### config.mk
export PLATFORM = sky130hd
export DESIGN_NAME = graph_edge_table
export DESIGN_NICKNAME = d
export VERILOG_FILES = /design/src/hw/rtl/gedt_pkg.sv /design/src/hw/rtl/gedt_node_cell.sv /design/src/hw/rtl/gedt_edge_cell.sv /design/src/hw/rtl/graph_edge_table.sv
export VERILOG_INCLUDE_DIRS = /design/src /design/src/hw/rtl
export SDC_FILE = /design/constraint.sdc
export NUM_CORES = 2
export LEC_CHECK = 0
export ABC_AREA = 1
export BUFFER_PORTS_ARGS = -buffer_cell sky130_fd_sc_hd__buf_2
export CAP_MARGIN = 0
export CORE_MARGIN = 5
export CORE_UTILIZATION = 35
export CTS_BUF_LIST = sky130_fd_sc_hd__clkbuf_4
export DETAILED_ROUTE_END_ITERATION = 8
export PLACE_DENSITY_LB_ADDON = 0.08
export SKIP_CTS_REPAIR_TIMING = 1
export SLEW_MARGIN = 20
export SYNTH_ARGS = -nofsm -noshare
export SYNTH_HDL_FRONTEND = slang
export SYNTH_SLANG_ARGS = --single-unit
### constraint.sdc
create_clock -name clk_i -period 146.1 [get_ports clk_i]
set_input_delay 14.61 -clock clk_i [delete_from_list [all_inputs] [get_ports clk_i]]
set_output_delay 14.61 -clock clk_i [all_outputs]
set_load 0.01 [all_outputs]
### src/hw/rtl/graph_edge_table_assert.svh
// ----------------------------------------------------------------------------
// Graph edge table assertion macros
// Shared concurrent assertion forms, clocked on clk_i and disabled in reset.
// ----------------------------------------------------------------------------
`ifndef GRAPH_EDGE_TABLE_ASSERT_SVH
`define GRAPH_EDGE_TABLE_ASSERT_SVH

// A condition that must hold at every clock edge.
`define GEDT_ASSERT_ALWAYS(label, cond, msg) \
  label: assert property (@(posedge clk_i) disable iff (!rst_ni) (cond)) else $error(msg);

// A condition that must hold in the cycle after a trigger.
`define GEDT_ASSERT_NEXT(label, pre, post, msg) \
  label: assert property (@(posedge clk_i) disable iff (!rst_ni) (pre) |=> (post)) \
    else $error(msg);

`endif

### src/hw/rtl/gedt_pkg.sv
// ----------------------------------------------------------------------------
// Graph edge table package
// Sizes, codes and beat types shared by the table ring cells and the top level.
// ----------------------------------------------------------------------------
package gedt_pkg;

  localparam int MAX_NODES = 64;
  localparam int MAX_EDGES = 128;
  localparam int ID_BITS   = 16;

  localparam int ID_W     = (ID_BITS < 16) ? ID_BITS : 16;
  localparam int NCNT_W   = $clog2(MAX_NODES + 1);
  localparam int ECNT_W   = $clog2(MAX_EDGES + 1);
  localparam int SCAN_LEN = (MAX_NODES > MAX_EDGES) ? MAX_NODES : MAX_EDGES;
  localparam int CNT_W    = $clog2(SCAN_LEN + 1);
  localparam int NIDX_W   = $clog2(MAX_NODES);

  typedef enum logic [3:0] {
    MODE_ADD_NODE  = 4'd0,
    MODE_ADD_EDGE  = 4'd1,
    MODE_ADD_BOTH  = 4'd2,
    MODE_RM_NODE   = 4'd3,
    MODE_RM_EDGE   = 4'd4,
    MODE_CONTAINS  = 4'd5,
    MODE_DEGREE    = 4'd6,
    MODE_MAX_DEG   = 4'd7,
    MODE_CLEAR     = 4'd8
  } mode_e;

  typedef enum logic [2:0] {
    STS_OK       = 3'd0,
    STS_DUP      = 3'd1,
    STS_SELF     = 3'd2,
    STS_NOTFOUND = 3'd3,
    STS_FULL     = 3'd4
  } status_e;

  typedef struct packed {
    logic [3:0]  mode;
    logic [15:0] node_a;
    logic [15:0] node_b;
  } in_t;

  typedef struct packed {
    logic [2:0] status;
    logic       found;
    logic [7:0] degree;
    logic [6:0] node_count;
    logic [7:0] edge_count;
  } out_t;

  typedef struct packed {
    logic            vld;
    logic [ID_W-1:0] id;
  } node_ent_t;

  typedef struct packed {
    logic            vld;
    logic [ID_W-1:0] a;
    logic [ID_W-1:0] b;
  } edge_ent_t;

endpackage

### src/hw/rtl/gedt_node_cell.sv
// ----------------------------------------------------------------------------
// Graph edge table node cell
// One slot of the node ring: a valid bit and a node id, passed on when shifted.
// ----------------------------------------------------------------------------
module gedt_node_cell (
  input  logic                clk_i,
  input  logic                rst_ni,
  input  logic                shift_i,
  input  logic                clear_i,
  input  gedt_pkg::node_ent_t ent_i,
  output gedt_pkg::node_ent_t ent_o
);

  logic                      vld_q;
  logic [gedt_pkg::ID_W-1:0] id_q;

  always_ff @(posedge clk_i or negedge rst_ni) begin
    if (!rst_ni) begin
      vld_q <= 1'b0;
    end else if (clear_i) begin
      vld_q <= 1'b0;
    end else if (shift_i) begin
      vld_q <= ent_i.vld;
    end
  end

  always_ff @(posedge clk_i) begin
    if (shift_i) begin
      id_q <= ent_i.id;
    end
  end

  assign ent_o = '{vld: vld_q, id: id_q};

endmodule

### src/hw/rtl/gedt_edge_cell.sv
// ----------------------------------------------------------------------------
// Graph edge table edge cell
// One slot of the edge ring: a valid bit and both endpoints, passed on when shifted.
// ----------------------------------------------------------------------------
module gedt_edge_cell (
  input  logic                clk_i,
  input  logic                rst_ni,
  input  logic                shift_i,
  input  logic                clear_i,
  input  gedt_pkg::edge_ent_t ent_i,
  output gedt_pkg::edge_ent_t ent_o
);

  logic                      vld_q;
  logic [gedt_pkg::ID_W-1:0] a_q;
  logic [gedt_pkg::ID_W-1:0] b_q;

  always_ff @(posedge clk_i or negedge rst_ni) begin
    if (!rst_ni) begin
      vld_q <= 1'b0;
    end else if (clear_i) begin
      vld_q <= 1'b0;
    end else if (shift_i) begin
      vld_q <= ent_i.vld;
    end
  end

  always_ff @(posedge clk_i) begin
    if (shift_i) begin
      a_q <= ent_i.a;
      b_q <= ent_i.b;
    end
  end

  assign ent_o = '{vld: vld_q, a: a_q, b: b_q};

endmodule

### src/hw/rtl/graph_edge_table.sv
// ----------------------------------------------------------------------------
// Graph edge table
// Undirected graph store with node and edge tables held in rotating cell rings.
// ----------------------------------------------------------------------------
// The node and edge tables are rings of cells that rotate one slot per cycle
// while shifted; all matching, inserting and removing happens at the ring tail,
// so one request is handled at a time. A request goes through one full rotation
// to look up, a decision step, one rotation to apply changes, and a step to post
// the result. Clear and unused modes go straight to posting the result. A
// maximum-degree query walks the node ring and, for each stored node, rotates
// the whole edge ring. A finished result sits in the output register until
// taken, and the next request beat is accepted meanwhile.
module graph_edge_table (
  input  logic           clk_i,
  input  logic           rst_ni,
  input  logic           in_valid_i,
  output logic           in_stall_o,
  input  gedt_pkg::in_t  in_data_i,
  output logic           out_valid_o,
  input  logic           out_stall_i,
  output gedt_pkg::out_t out_data_o
);

  localparam int ID_W   = gedt_pkg::ID_W;
  localparam int NCNT_W = gedt_pkg::NCNT_W;
  localparam int ECNT_W = gedt_pkg::ECNT_W;
  localparam int CNT_W  = gedt_pkg::CNT_W;
  localparam int NIDX_W = gedt_pkg::NIDX_W;
  localparam int NN     = gedt_pkg::MAX_NODES;
  localparam int NE     = gedt_pkg::MAX_EDGES;

  typedef enum logic [6:0] {
    S_IDLE  = 7'b0000001,
    S_SCAN  = 7'b0000010,
    S_DEC   = 7'b0000100,
    S_APPLY = 7'b0001000,
    S_MAXN  = 7'b0010000,
    S_MAXE  = 7'b0100000,
    S_DONE  = 7'b1000000
  } state_e;

  typedef struct packed {
    logic ins_e;
    logic ins_na;
    logic ins_nb;
    logic rm_na;
    logic rm_inc;
    logic rm_eab;
  } pend_t;

  state_e                state_q, state_d;
  logic [CNT_W-1:0]      cnt_q, cnt_d;
  logic [NIDX_W-1:0]     nk_q, nk_d;
  logic [ECNT_W-1:0]     acc_q, acc_d, max_q, max_d, dcnt_q, dcnt_d, dgo_q, dgo_d;
  logic [ID_W-1:0]       cur_q, cur_d, ia_q, ia_d, ib_q, ib_d;
  logic [3:0]            mode_q, mode_d;
  logic                  f_na_q, f_na_d, f_nb_q, f_nb_d, f_ab_q, f_ab_d, f_ba_q, f_ba_d;
  logic [NCNT_W-1:0]     ncnt_q, ncnt_d;
  logic [ECNT_W-1:0]     ecnt_q, ecnt_d;
  pend_t                 pend_q, pend_d;
  gedt_pkg::status_e     sts_q, sts_d;
  logic                  fnd_q, fnd_d;
  gedt_pkg::out_t        out_q;
  logic                  out_vld_q;

  logic                  e_shift, n_shift, clr;
  gedt_pkg::edge_ent_t   e_cell [NE];
  gedt_pkg::node_ent_t   n_cell [NN];
  gedt_pkg::edge_ent_t   e_tail, e_feed;
  gedt_pkg::node_ent_t   n_tail, n_feed;
  logic                  hit_a, hit_cur;
  logic [ECNT_W-1:0]     acc_nx, mx;
  logic [NCNT_W:0]       need_tot;
  logic                  out_load;

  // Cell rings: cell 0 takes the (possibly rewritten) tail entry.
  for (genvar i = 0; i < NE; i++) begin : g_edge
    if (i == 0) begin : g_head
      gedt_edge_cell u_cell (.clk_i, .rst_ni, .shift_i(e_shift), .clear_i(clr),
                             .ent_i(e_feed), .ent_o(e_cell[i]));
    end else begin : g_body
      gedt_edge_cell u_cell (.clk_i, .rst_ni, .shift_i(e_shift), .clear_i(clr),
                             .ent_i(e_cell[i-1]), .ent_o(e_cell[i]));
    end
  end

  for (genvar i = 0; i < NN; i++) begin : g_node
    if (i == 0) begin : g_head
      gedt_node_cell u_cell (.clk_i, .rst_ni, .shift_i(n_shift), .clear_i(clr),
                             .ent_i(n_feed), .ent_o(n_cell[i]));
    end else begin : g_body
      gedt_node_cell u_cell (.clk_i, .rst_ni, .shift_i(n_shift), .clear_i(clr),
                             .ent_i(n_cell[i-1]), .ent_o(n_cell[i]));
    end
  end

  assign e_tail  = e_cell[NE-1];
  assign n_tail  = n_cell[NN-1];
  assign hit_a   = e_tail.vld && (e_tail.a == ia_q || e_tail.b == ia_q);
  assign hit_cur = e_tail.vld && (e_tail.a == cur_q || e_tail.b == cur_q);
  assign acc_nx  = acc_q + ECNT_W'(hit_cur);
  assign mx      = (acc_nx > max_q) ? acc_nx : max_q;
  assign need_tot = (NCNT_W+1)'(ncnt_q) + (NCNT_W+1)'(!f_na_q) + (NCNT_W+1)'(!f_nb_q);
  assign out_load = (state_q == S_DONE) && (!out_vld_q || !out_stall_i);

  always_comb begin
    state_d = state_q;
    cnt_d   = cnt_q;
    nk_d    = nk_q;
    acc_d   = acc_q;
    max_d   = max_q;
    dcnt_d  = dcnt_q;
    dgo_d   = dgo_q;
    cur_d   = cur_q;
    ia_d    = ia_q;
    ib_d    = ib_q;
    mode_d  = mode_q;
    f_na_d  = f_na_q;
    f_nb_d  = f_nb_q;
    f_ab_d  = f_ab_q;
    f_ba_d  = f_ba_q;
    ncnt_d  = ncnt_q;
    ecnt_d  = ecnt_q;
    pend_d  = pend_q;
    sts_d   = sts_q;
    fnd_d   = fnd_q;
    e_shift = 1'b0;
    n_shift = 1'b0;
    clr     = 1'b0;
    e_feed  = e_tail;
    n_feed  = n_tail;

    unique case (state_q)
      S_IDLE: begin
        if (in_valid_i) begin
          mode_d = in_data_i.mode;
          ia_d   = in_data_i.node_a[ID_W-1:0];
          ib_d   = in_data_i.node_b[ID_W-1:0];
          f_na_d = 1'b0;
          f_nb_d = 1'b0;
          f_ab_d = 1'b0;
          f_ba_d = 1'b0;
          dcnt_d = '0;
          cnt_d  = '0;
          nk_d   = '0;
          max_d  = '0;
          pend_d = '0;
          sts_d  = gedt_pkg::STS_OK;
          fnd_d  = 1'b0;
          dgo_d  = '0;
          case (in_data_i.mode) inside
            gedt_pkg::MODE_CLEAR: begin
              clr     = 1'b1;
              ncnt_d  = '0;
              ecnt_d  = '0;
              state_d = S_DONE;
            end
            gedt_pkg::MODE_MAX_DEG: state_d = S_MAXN;
            gedt_pkg::MODE_ADD_NODE, gedt_pkg::MODE_ADD_EDGE, gedt_pkg::MODE_ADD_BOTH,
            gedt_pkg::MODE_RM_NODE, gedt_pkg::MODE_RM_EDGE, gedt_pkg::MODE_CONTAINS,
            gedt_pkg::MODE_DEGREE: state_d = S_SCAN;
            default: state_d = S_DONE;
          endcase
        end
      end

      S_SCAN: begin
        e_shift = (cnt_q < CNT_W'(NE));
        n_shift = (cnt_q < CNT_W'(NN));
        if (e_shift && e_tail.vld) begin
          if (e_tail.a == ia_q && e_tail.b == ib_q) f_ab_d = 1'b1;
          if (e_tail.a == ib_q && e_tail.b == ia_q) f_ba_d = 1'b1;
          if (hit_a) dcnt_d = dcnt_q + ECNT_W'(1);
        end
        if (n_shift && n_tail.vld) begin
          if (n_tail.id == ia_q) f_na_d = 1'b1;
          if (n_tail.id == ib_q) f_nb_d = 1'b1;
        end
        cnt_d = cnt_q + CNT_W'(1);
        if (cnt_q == CNT_W'(gedt_pkg::SCAN_LEN - 1)) begin
          cnt_d   = '0;
          state_d = S_DEC;
        end
      end

      S_DEC: begin
        state_d = S_APPLY;
        case (mode_q)
          gedt_pkg::MODE_ADD_NODE: begin
            if (f_na_q) begin
              sts_d = gedt_pkg::STS_DUP;
            end else if (ncnt_q >= NCNT_W'(NN)) begin
              sts_d = gedt_pkg::STS_FULL;
            end else begin
              pend_d.ins_na = 1'b1;
              ncnt_d        = ncnt_q + NCNT_W'(1);
              fnd_d         = 1'b1;
            end
          end
          gedt_pkg::MODE_ADD_EDGE, gedt_pkg::MODE_ADD_BOTH: begin
            if (ia_q == ib_q) begin
              sts_d = gedt_pkg::STS_SELF;
            end else if (f_ab_q) begin
              sts_d = gedt_pkg::STS_DUP;
            end else if (ecnt_q >= ECNT_W'(NE)) begin
              sts_d = gedt_pkg::STS_FULL;
            end else if (mode_q == gedt_pkg::MODE_ADD_BOTH &&
                         need_tot > (NCNT_W+1)'(NN)) begin
              sts_d = gedt_pkg::STS_FULL;
            end else begin
              pend_d.ins_e = 1'b1;
              ecnt_d       = ecnt_q + ECNT_W'(1);
              fnd_d        = 1'b1;
              if (mode_q == gedt_pkg::MODE_ADD_BOTH) begin
                pend_d.ins_na = !f_na_q;
                pend_d.ins_nb = !f_nb_q;
                ncnt_d        = NCNT_W'(need_tot);
              end
            end
          end
          gedt_pkg::MODE_RM_NODE: begin
            if (!f_na_q) begin
              sts_d = gedt_pkg::STS_NOTFOUND;
            end else begin
              pend_d.rm_na  = 1'b1;
              pend_d.rm_inc = 1'b1;
              ncnt_d        = ncnt_q - NCNT_W'(1);
              // Every edge touching the node goes, and that is its degree.
              ecnt_d        = ecnt_q - dcnt_q;
            end
          end
          gedt_pkg::MODE_RM_EDGE: begin
            if (!f_ab_q) begin
              sts_d = gedt_pkg::STS_NOTFOUND;
            end else begin
              pend_d.rm_eab = 1'b1;
              ecnt_d        = ecnt_q - ECNT_W'(1);
            end
          end
          gedt_pkg::MODE_CONTAINS: fnd_d = f_ab_q || f_ba_q;
          gedt_pkg::MODE_DEGREE: begin
            dgo_d = dcnt_q;
            if (dcnt_q == '0) sts_d = gedt_pkg::STS_NOTFOUND;
          end
          default: ;
        endcase
      end

      S_APPLY: begin
        e_shift = (cnt_q < CNT_W'(NE));
        n_shift = (cnt_q < CNT_W'(NN));
        if (e_tail.vld) begin
          if (pend_q.rm_inc && hit_a) e_feed.vld = 1'b0;
          if (pend_q.rm_eab && e_tail.a == ia_q && e_tail.b == ib_q) e_feed.vld = 1'b0;
        end else if (e_shift && pend_q.ins_e) begin
          e_feed       = '{vld: 1'b1, a: ia_q, b: ib_q};
          pend_d.ins_e = 1'b0;
        end
        if (n_tail.vld) begin
          if (pend_q.rm_na && n_tail.id == ia_q) n_feed.vld = 1'b0;
        end else if (n_shift && pend_q.ins_na) begin
          n_feed        = '{vld: 1'b1, id: ia_q};
          pend_d.ins_na = 1'b0;
        end else if (n_shift && pend_q.ins_nb) begin
          n_feed        = '{vld: 1'b1, id: ib_q};
          pend_d.ins_nb = 1'b0;
        end
        cnt_d = cnt_q + CNT_W'(1);
        if (cnt_q == CNT_W'(gedt_pkg::SCAN_LEN - 1)) begin
          cnt_d   = '0;
          state_d = S_DONE;
        end
      end

      S_MAXN: begin
        if (n_tail.vld) begin
          cur_d   = n_tail.id;
          acc_d   = '0;
          cnt_d   = '0;
          state_d = S_MAXE;
        end else begin
          n_shift = 1'b1;
          if (nk_q == NIDX_W'(NN - 1)) begin
            dgo_d   = max_q;
            state_d = S_DONE;
          end else begin
            nk_d = nk_q + NIDX_W'(1);
          end
        end
      end

      S_MAXE: begin
        e_shift = 1'b1;
        acc_d   = acc_nx;
        cnt_d   = cnt_q + CNT_W'(1);
        if (cnt_q == CNT_W'(NE - 1)) begin
          max_d   = mx;
          n_shift = 1'b1;
          if (nk_q == NIDX_W'(NN - 1)) begin
            dgo_d   = mx;
            state_d = S_DONE;
          end else begin
            nk_d    = nk_q + NIDX_W'(1);
            state_d = S_MAXN;
          end
        end
      end

      S_DONE: begin
        if (out_load) state_d = S_IDLE;
      end

      default: state_d = S_IDLE;
    endcase
  end

  always_ff @(posedge clk_i or negedge rst_ni) begin
    if (!rst_ni) begin
      state_q   <= S_IDLE;
      cnt_q     <= '0;
      nk_q      <= '0;
      ncnt_q    <= '0;
      ecnt_q    <= '0;
      pend_q    <= '0;
      out_vld_q <= 1'b0;
    end else begin
      state_q <= state_d;
      cnt_q   <= cnt_d;
      nk_q    <= nk_d;
      ncnt_q  <= ncnt_d;
      ecnt_q  <= ecnt_d;
      pend_q  <= pend_d;
      if (out_load) begin
        out_vld_q <= 1'b1;
      end else if (!out_stall_i) begin
        out_vld_q <= 1'b0;
      end
    end
  end

  always_ff @(posedge clk_i) begin
    acc_q  <= acc_d;
    max_q  <= max_d;
    dcnt_q <= dcnt_d;
    dgo_q  <= dgo_d;
    cur_q  <= cur_d;
    ia_q   <= ia_d;
    ib_q   <= ib_d;
    mode_q <= mode_d;
    f_na_q <= f_na_d;
    f_nb_q <= f_nb_d;
    f_ab_q <= f_ab_d;
    f_ba_q <= f_ba_d;
    sts_q  <= sts_d;
    fnd_q  <= fnd_d;
    if (out_load) begin
      out_q.status     <= sts_q;
      out_q.found      <= fnd_q;
      out_q.degree     <= (int'(dgo_q) > 255) ? 8'hFF : 8'(dgo_q);
      out_q.node_count <= 7'(ncnt_q);
      out_q.edge_count <= 8'(ecnt_q);
    end
  end

  assign in_stall_o  = (state_q != S_IDLE);
  assign out_valid_o = out_vld_q;
  assign out_data_o  = out_q;

`include "graph_edge_table_assert.svh"

  `GEDT_ASSERT_ALWAYS(a_ncnt_max, ncnt_q <= NCNT_W'(NN), "node count above table size")
  `GEDT_ASSERT_ALWAYS(a_ecnt_max, ecnt_q <= ECNT_W'(NE), "edge count above table size")
  `GEDT_ASSERT_NEXT(a_ins_done,
    state_q == S_APPLY && cnt_q == CNT_W'(gedt_pkg::SCAN_LEN - 1),
    !pend_q.ins_e && !pend_q.ins_na && !pend_q.ins_nb, "insert found no free slot")

endmodule

==> results.toml <==
[yosys]
yosysUniqueCellTypes = 49
ys_async_sr_fraction_pct = 4.28
synthFlopType = "edfxtp_1"
synth-seq-cells = 5473
synth_top_cell_by_area = "edfxtp_1"
synth_warnings = 0
syn_avg_cell_area_um2 = 23.9
yosysSeqAreaShare_pct = 95.1
syn_area_um2 = 172000
synthTopCellsByArea = "edfxtp_1 92%, dfrtp_1 3.4%, nand2_1 0.97%, inv_1 0.68%, o22ai_1 0.54%"
synth-edff-count = 5239
yosysTopAreaCellShare_pct = 91.7
synth_nets = 7236
synth_cells = 7166

[detailed_routing]
first_iter_violations = 5103
drt_first_pass_iters = 5
wl_per_cell_um = 16.9
drt-vias-per-instance = 4.33
vias = 69986
routed_wl_um = 274000
ant_nets = 0
drc = 0

[worst_hold_path]
hold_class = "register to register"

[sta]
tightest_slew_ns = 1.10
rsz0062_at_grt = "no"
slew_headroom_pct = 26.7
report.final.slew_viol_count = 0
min_period_ns = 17.77
finalHoldViolations = 0
setup_ws_ns = 128.33
period_share_pct = 12.2
skew_ns = 0.158
fin_setup_tns_ns = 0
fmax_mhz = 56.3
setup_violations = 0

[floorplan]
die-height_um = 710
io_pins = 69
die-width_um = 710
fp-row-count = 257
start_util_pct = 35.1
core-area_um2 = 489000
die_area_um2 = 504000

[place]
portBuffers = 68
hpwl_um = 129000
dpl_worst_slack_ns = 128.76
place.gp.congestion = 0.743
placed_area_um2 = 180000

[power]
p_leak_nw = 55.2
peakVddDrop_mv = 0.0175
powerDensity_nw_per_um2 = 17.7

[worst_setup_path]
critical_path_arrival_ns = 3.16
crit_path_end_kind = "output pin"
start_kind = "register"
worstPathRequired_ns = 131.49
worstSetupPathType = "register to output pin"
path_max_fanout = 11

[grt]
grt_pass1_vias = 73437
grt.overflow.total = 0
grt_pass1_wl_um = 424000
grt.total_usage_pct = 10.9
grt_max_degree = 195
antenna_found_initial = 18

[clock_tree]
path_clk_slew_ns = 0.06
cts_tree = "done"
cts_buffers = 1499
htree_levels = 7
clk_latency_ns = 1.68
numClockSinks = 5473
cts_root_buf = "clkbuf_4"
clockBufferDepth = 5

[cells_and_area]
fin_nets = 8792
stdcell_area_um2 = 198000
drive_gt1_share_pct = 25.2
areaGrowthSynthToFinish_pct = 15.5
nFillCells = 43667

[outcome]
status = "complete, no violations"

[flow_run]
maxCapViolCount = 0
## layout by cell type (no fill, tap or decap), drive strengths merged, types with 7 or more instances in the layout
cell type,count
edfxtp,5239
clkbuf,2197
nand2,446
inv,343
clkinv,237
dfrtp,233
o21ai,152
o22ai,147
buf,146
nor2,124
nand3,104
xnor2,57
a21oi,53
xor2,40
nand4,36
ha,27
o211ai,21
diode,20
nor3,14
or2,11
nor4,11
nand3b,7
## per-stage QoR
stage                     hold slack [ns]  cells  utilization [%]  total power, mW
after CTS                           0.277  16150             40.5             3.61
after global routing                0.303  16168             40.5             3.73
final                               0.319  16171             40.5             3.51
after floorplan                     0.400   7166                -             2.78
after detailed placement            0.405  13695             36.9             2.28
after global placement              0.400  13695             36.9             2.27
## state kept, by name (all words and copies together), names as in the netlist, 7 cells and up
signal	count
max_q	8
acc_q	8
state_q	7
ia_q	16
dcnt_q	8
g_node.g_body.u_cell.id_q	1008
dgo_q	8
ib_q	16
ncnt_q	7
g_node.g_body.u_cell.vld_q	63
cnt_q	8
cur_q	16
g_edge.g_body.u_cell.a_q	2032
g_edge.g_head.u_cell.b_q	16
g_node.g_head.u_cell.id_q	16
g_edge.g_body.u_cell.b_q	2032
out_data_o	27
g_edge.g_head.u_cell.a_q	16
ecnt_q	8
g_edge.g_body.u_cell.vld_q	127
## metal layers
metal | track usage [%] | up-vias | share of wire [%]
li1 | - | 31812 | -
met1 | 16.0 | 35510 | 50
met2 | 13.9 | 1822 | 41
met3 | 3.51 | 842 | 5.4
met4 | 6.74 | 0 | 3.5
met5 | 0 | - | 0
## final timing paths
kind | from | end | slack, ns | depth (start not counted)
setup / recovery | state_q[0]$_DFFE_PN1P_ | in_stall_o | 128.33 | 4
hold reg to reg | g_node[21].g_body.u_cell.id_q[12]$_DFFE_PP_ | g_node[22].g_body.u_cell.id_q[12]$_DFFE_PP_ | 0.32 | 0
max in group asynchronous | rst_ni | g_edge[51].g_body.u_cell.vld_q$_DFFE_PN0P_ | 131.58 | 2
setup reg to reg | state_q[5]$_DFFE_PN0P_ | g_edge[83].g_body.u_cell.b_q[7]$_DFFE_PP_ | 138.06 | 14
hold / removal | g_node[21].g_body.u_cell.id_q[12]$_DFFE_PP_ | g_node[22].g_body.u_cell.id_q[12]$_DFFE_PP_ | 0.32 | 0
min in group asynchronous | rst_ni | g_node[1].g_body.u_cell.vld_q$_DFFE_PN0P_ | 13.13 | 1
## cells in the mapped netlist (2+ instances only)
library cell  count
edfxtp_1       5239
nand2_1         444
inv_1           313
dfrtp_1         233
o22ai_1         147
o21ai_0         125
nor2_1          120
nand3_1         103
clkbuf_1         60
xnor2_1          57
a21oi_1          52
xor2_1           40
nand4_1          33
ha_1             27
o21ai_1          27
o211ai_1         21
buf_2            18
nor3_1           13
inv_2            12
nor4_1           11
or2_2            10
buf_1             7
nand3b_1          7
buf_4             5
clkinv_1          3
fa_1              3
nand4_2           3
nor2_2            3
nor3b_1           3
o2111ai_1         3
o221ai_1          3
a211oi_1          2
a21boi_0          2
nand2_2           2
## area by class of cell
class / count / area, um2 / share of cell area [%]
Antenna cell: 20 / 50.0 / 0.0253
Clock buffer: 2197 / 16500 / 8.33
Clock inverter: 258 / 1090 / 0.550
Inverter: 328 / 1240 / 0.627
Multi-Input combinational cell: 1274 / 6790 / 3.43
Sequential cell: 5473 / 163000 / 82.4
Tap cell: 6475 / 8100 / 4.09
Timing Repair Buffer: 146 / 1110 / 0.562
## cells by family after synthesis
| logic type | Yosys count | synth area share (%) |
|---|---|---|
| AOI/OAI and AO/OA | 390 | 1.31 |
| xor gates and xnor gates | 97 | 0.495 |
| adders and majority gates | 30 | 0.232 |
| buffers and inverters | 419 | 0.945 |
| DFF | 5473 | 95.1 |
| and+or+nand+nor | 757 | 1.88 |
## power by group
| part | leakage [nW] | internal, mW | switching [mW] |
|---|---|---|---|
| logic | 4.84 | 0.0345 | 0.222 |
| clock network | 10.7 | 0.685 | 0.594 |
| registers | 39.7 | 1.94 | 0.0398 |
## critical path: stages, from the launching register on
cell and delay, ns:
dfstp_2 0.53, inv_1 0.06, nor3_2 0.25, nand2_1 0.42, buf_2 0.30
Note: power is estimated with default switching activity, not from simulation.
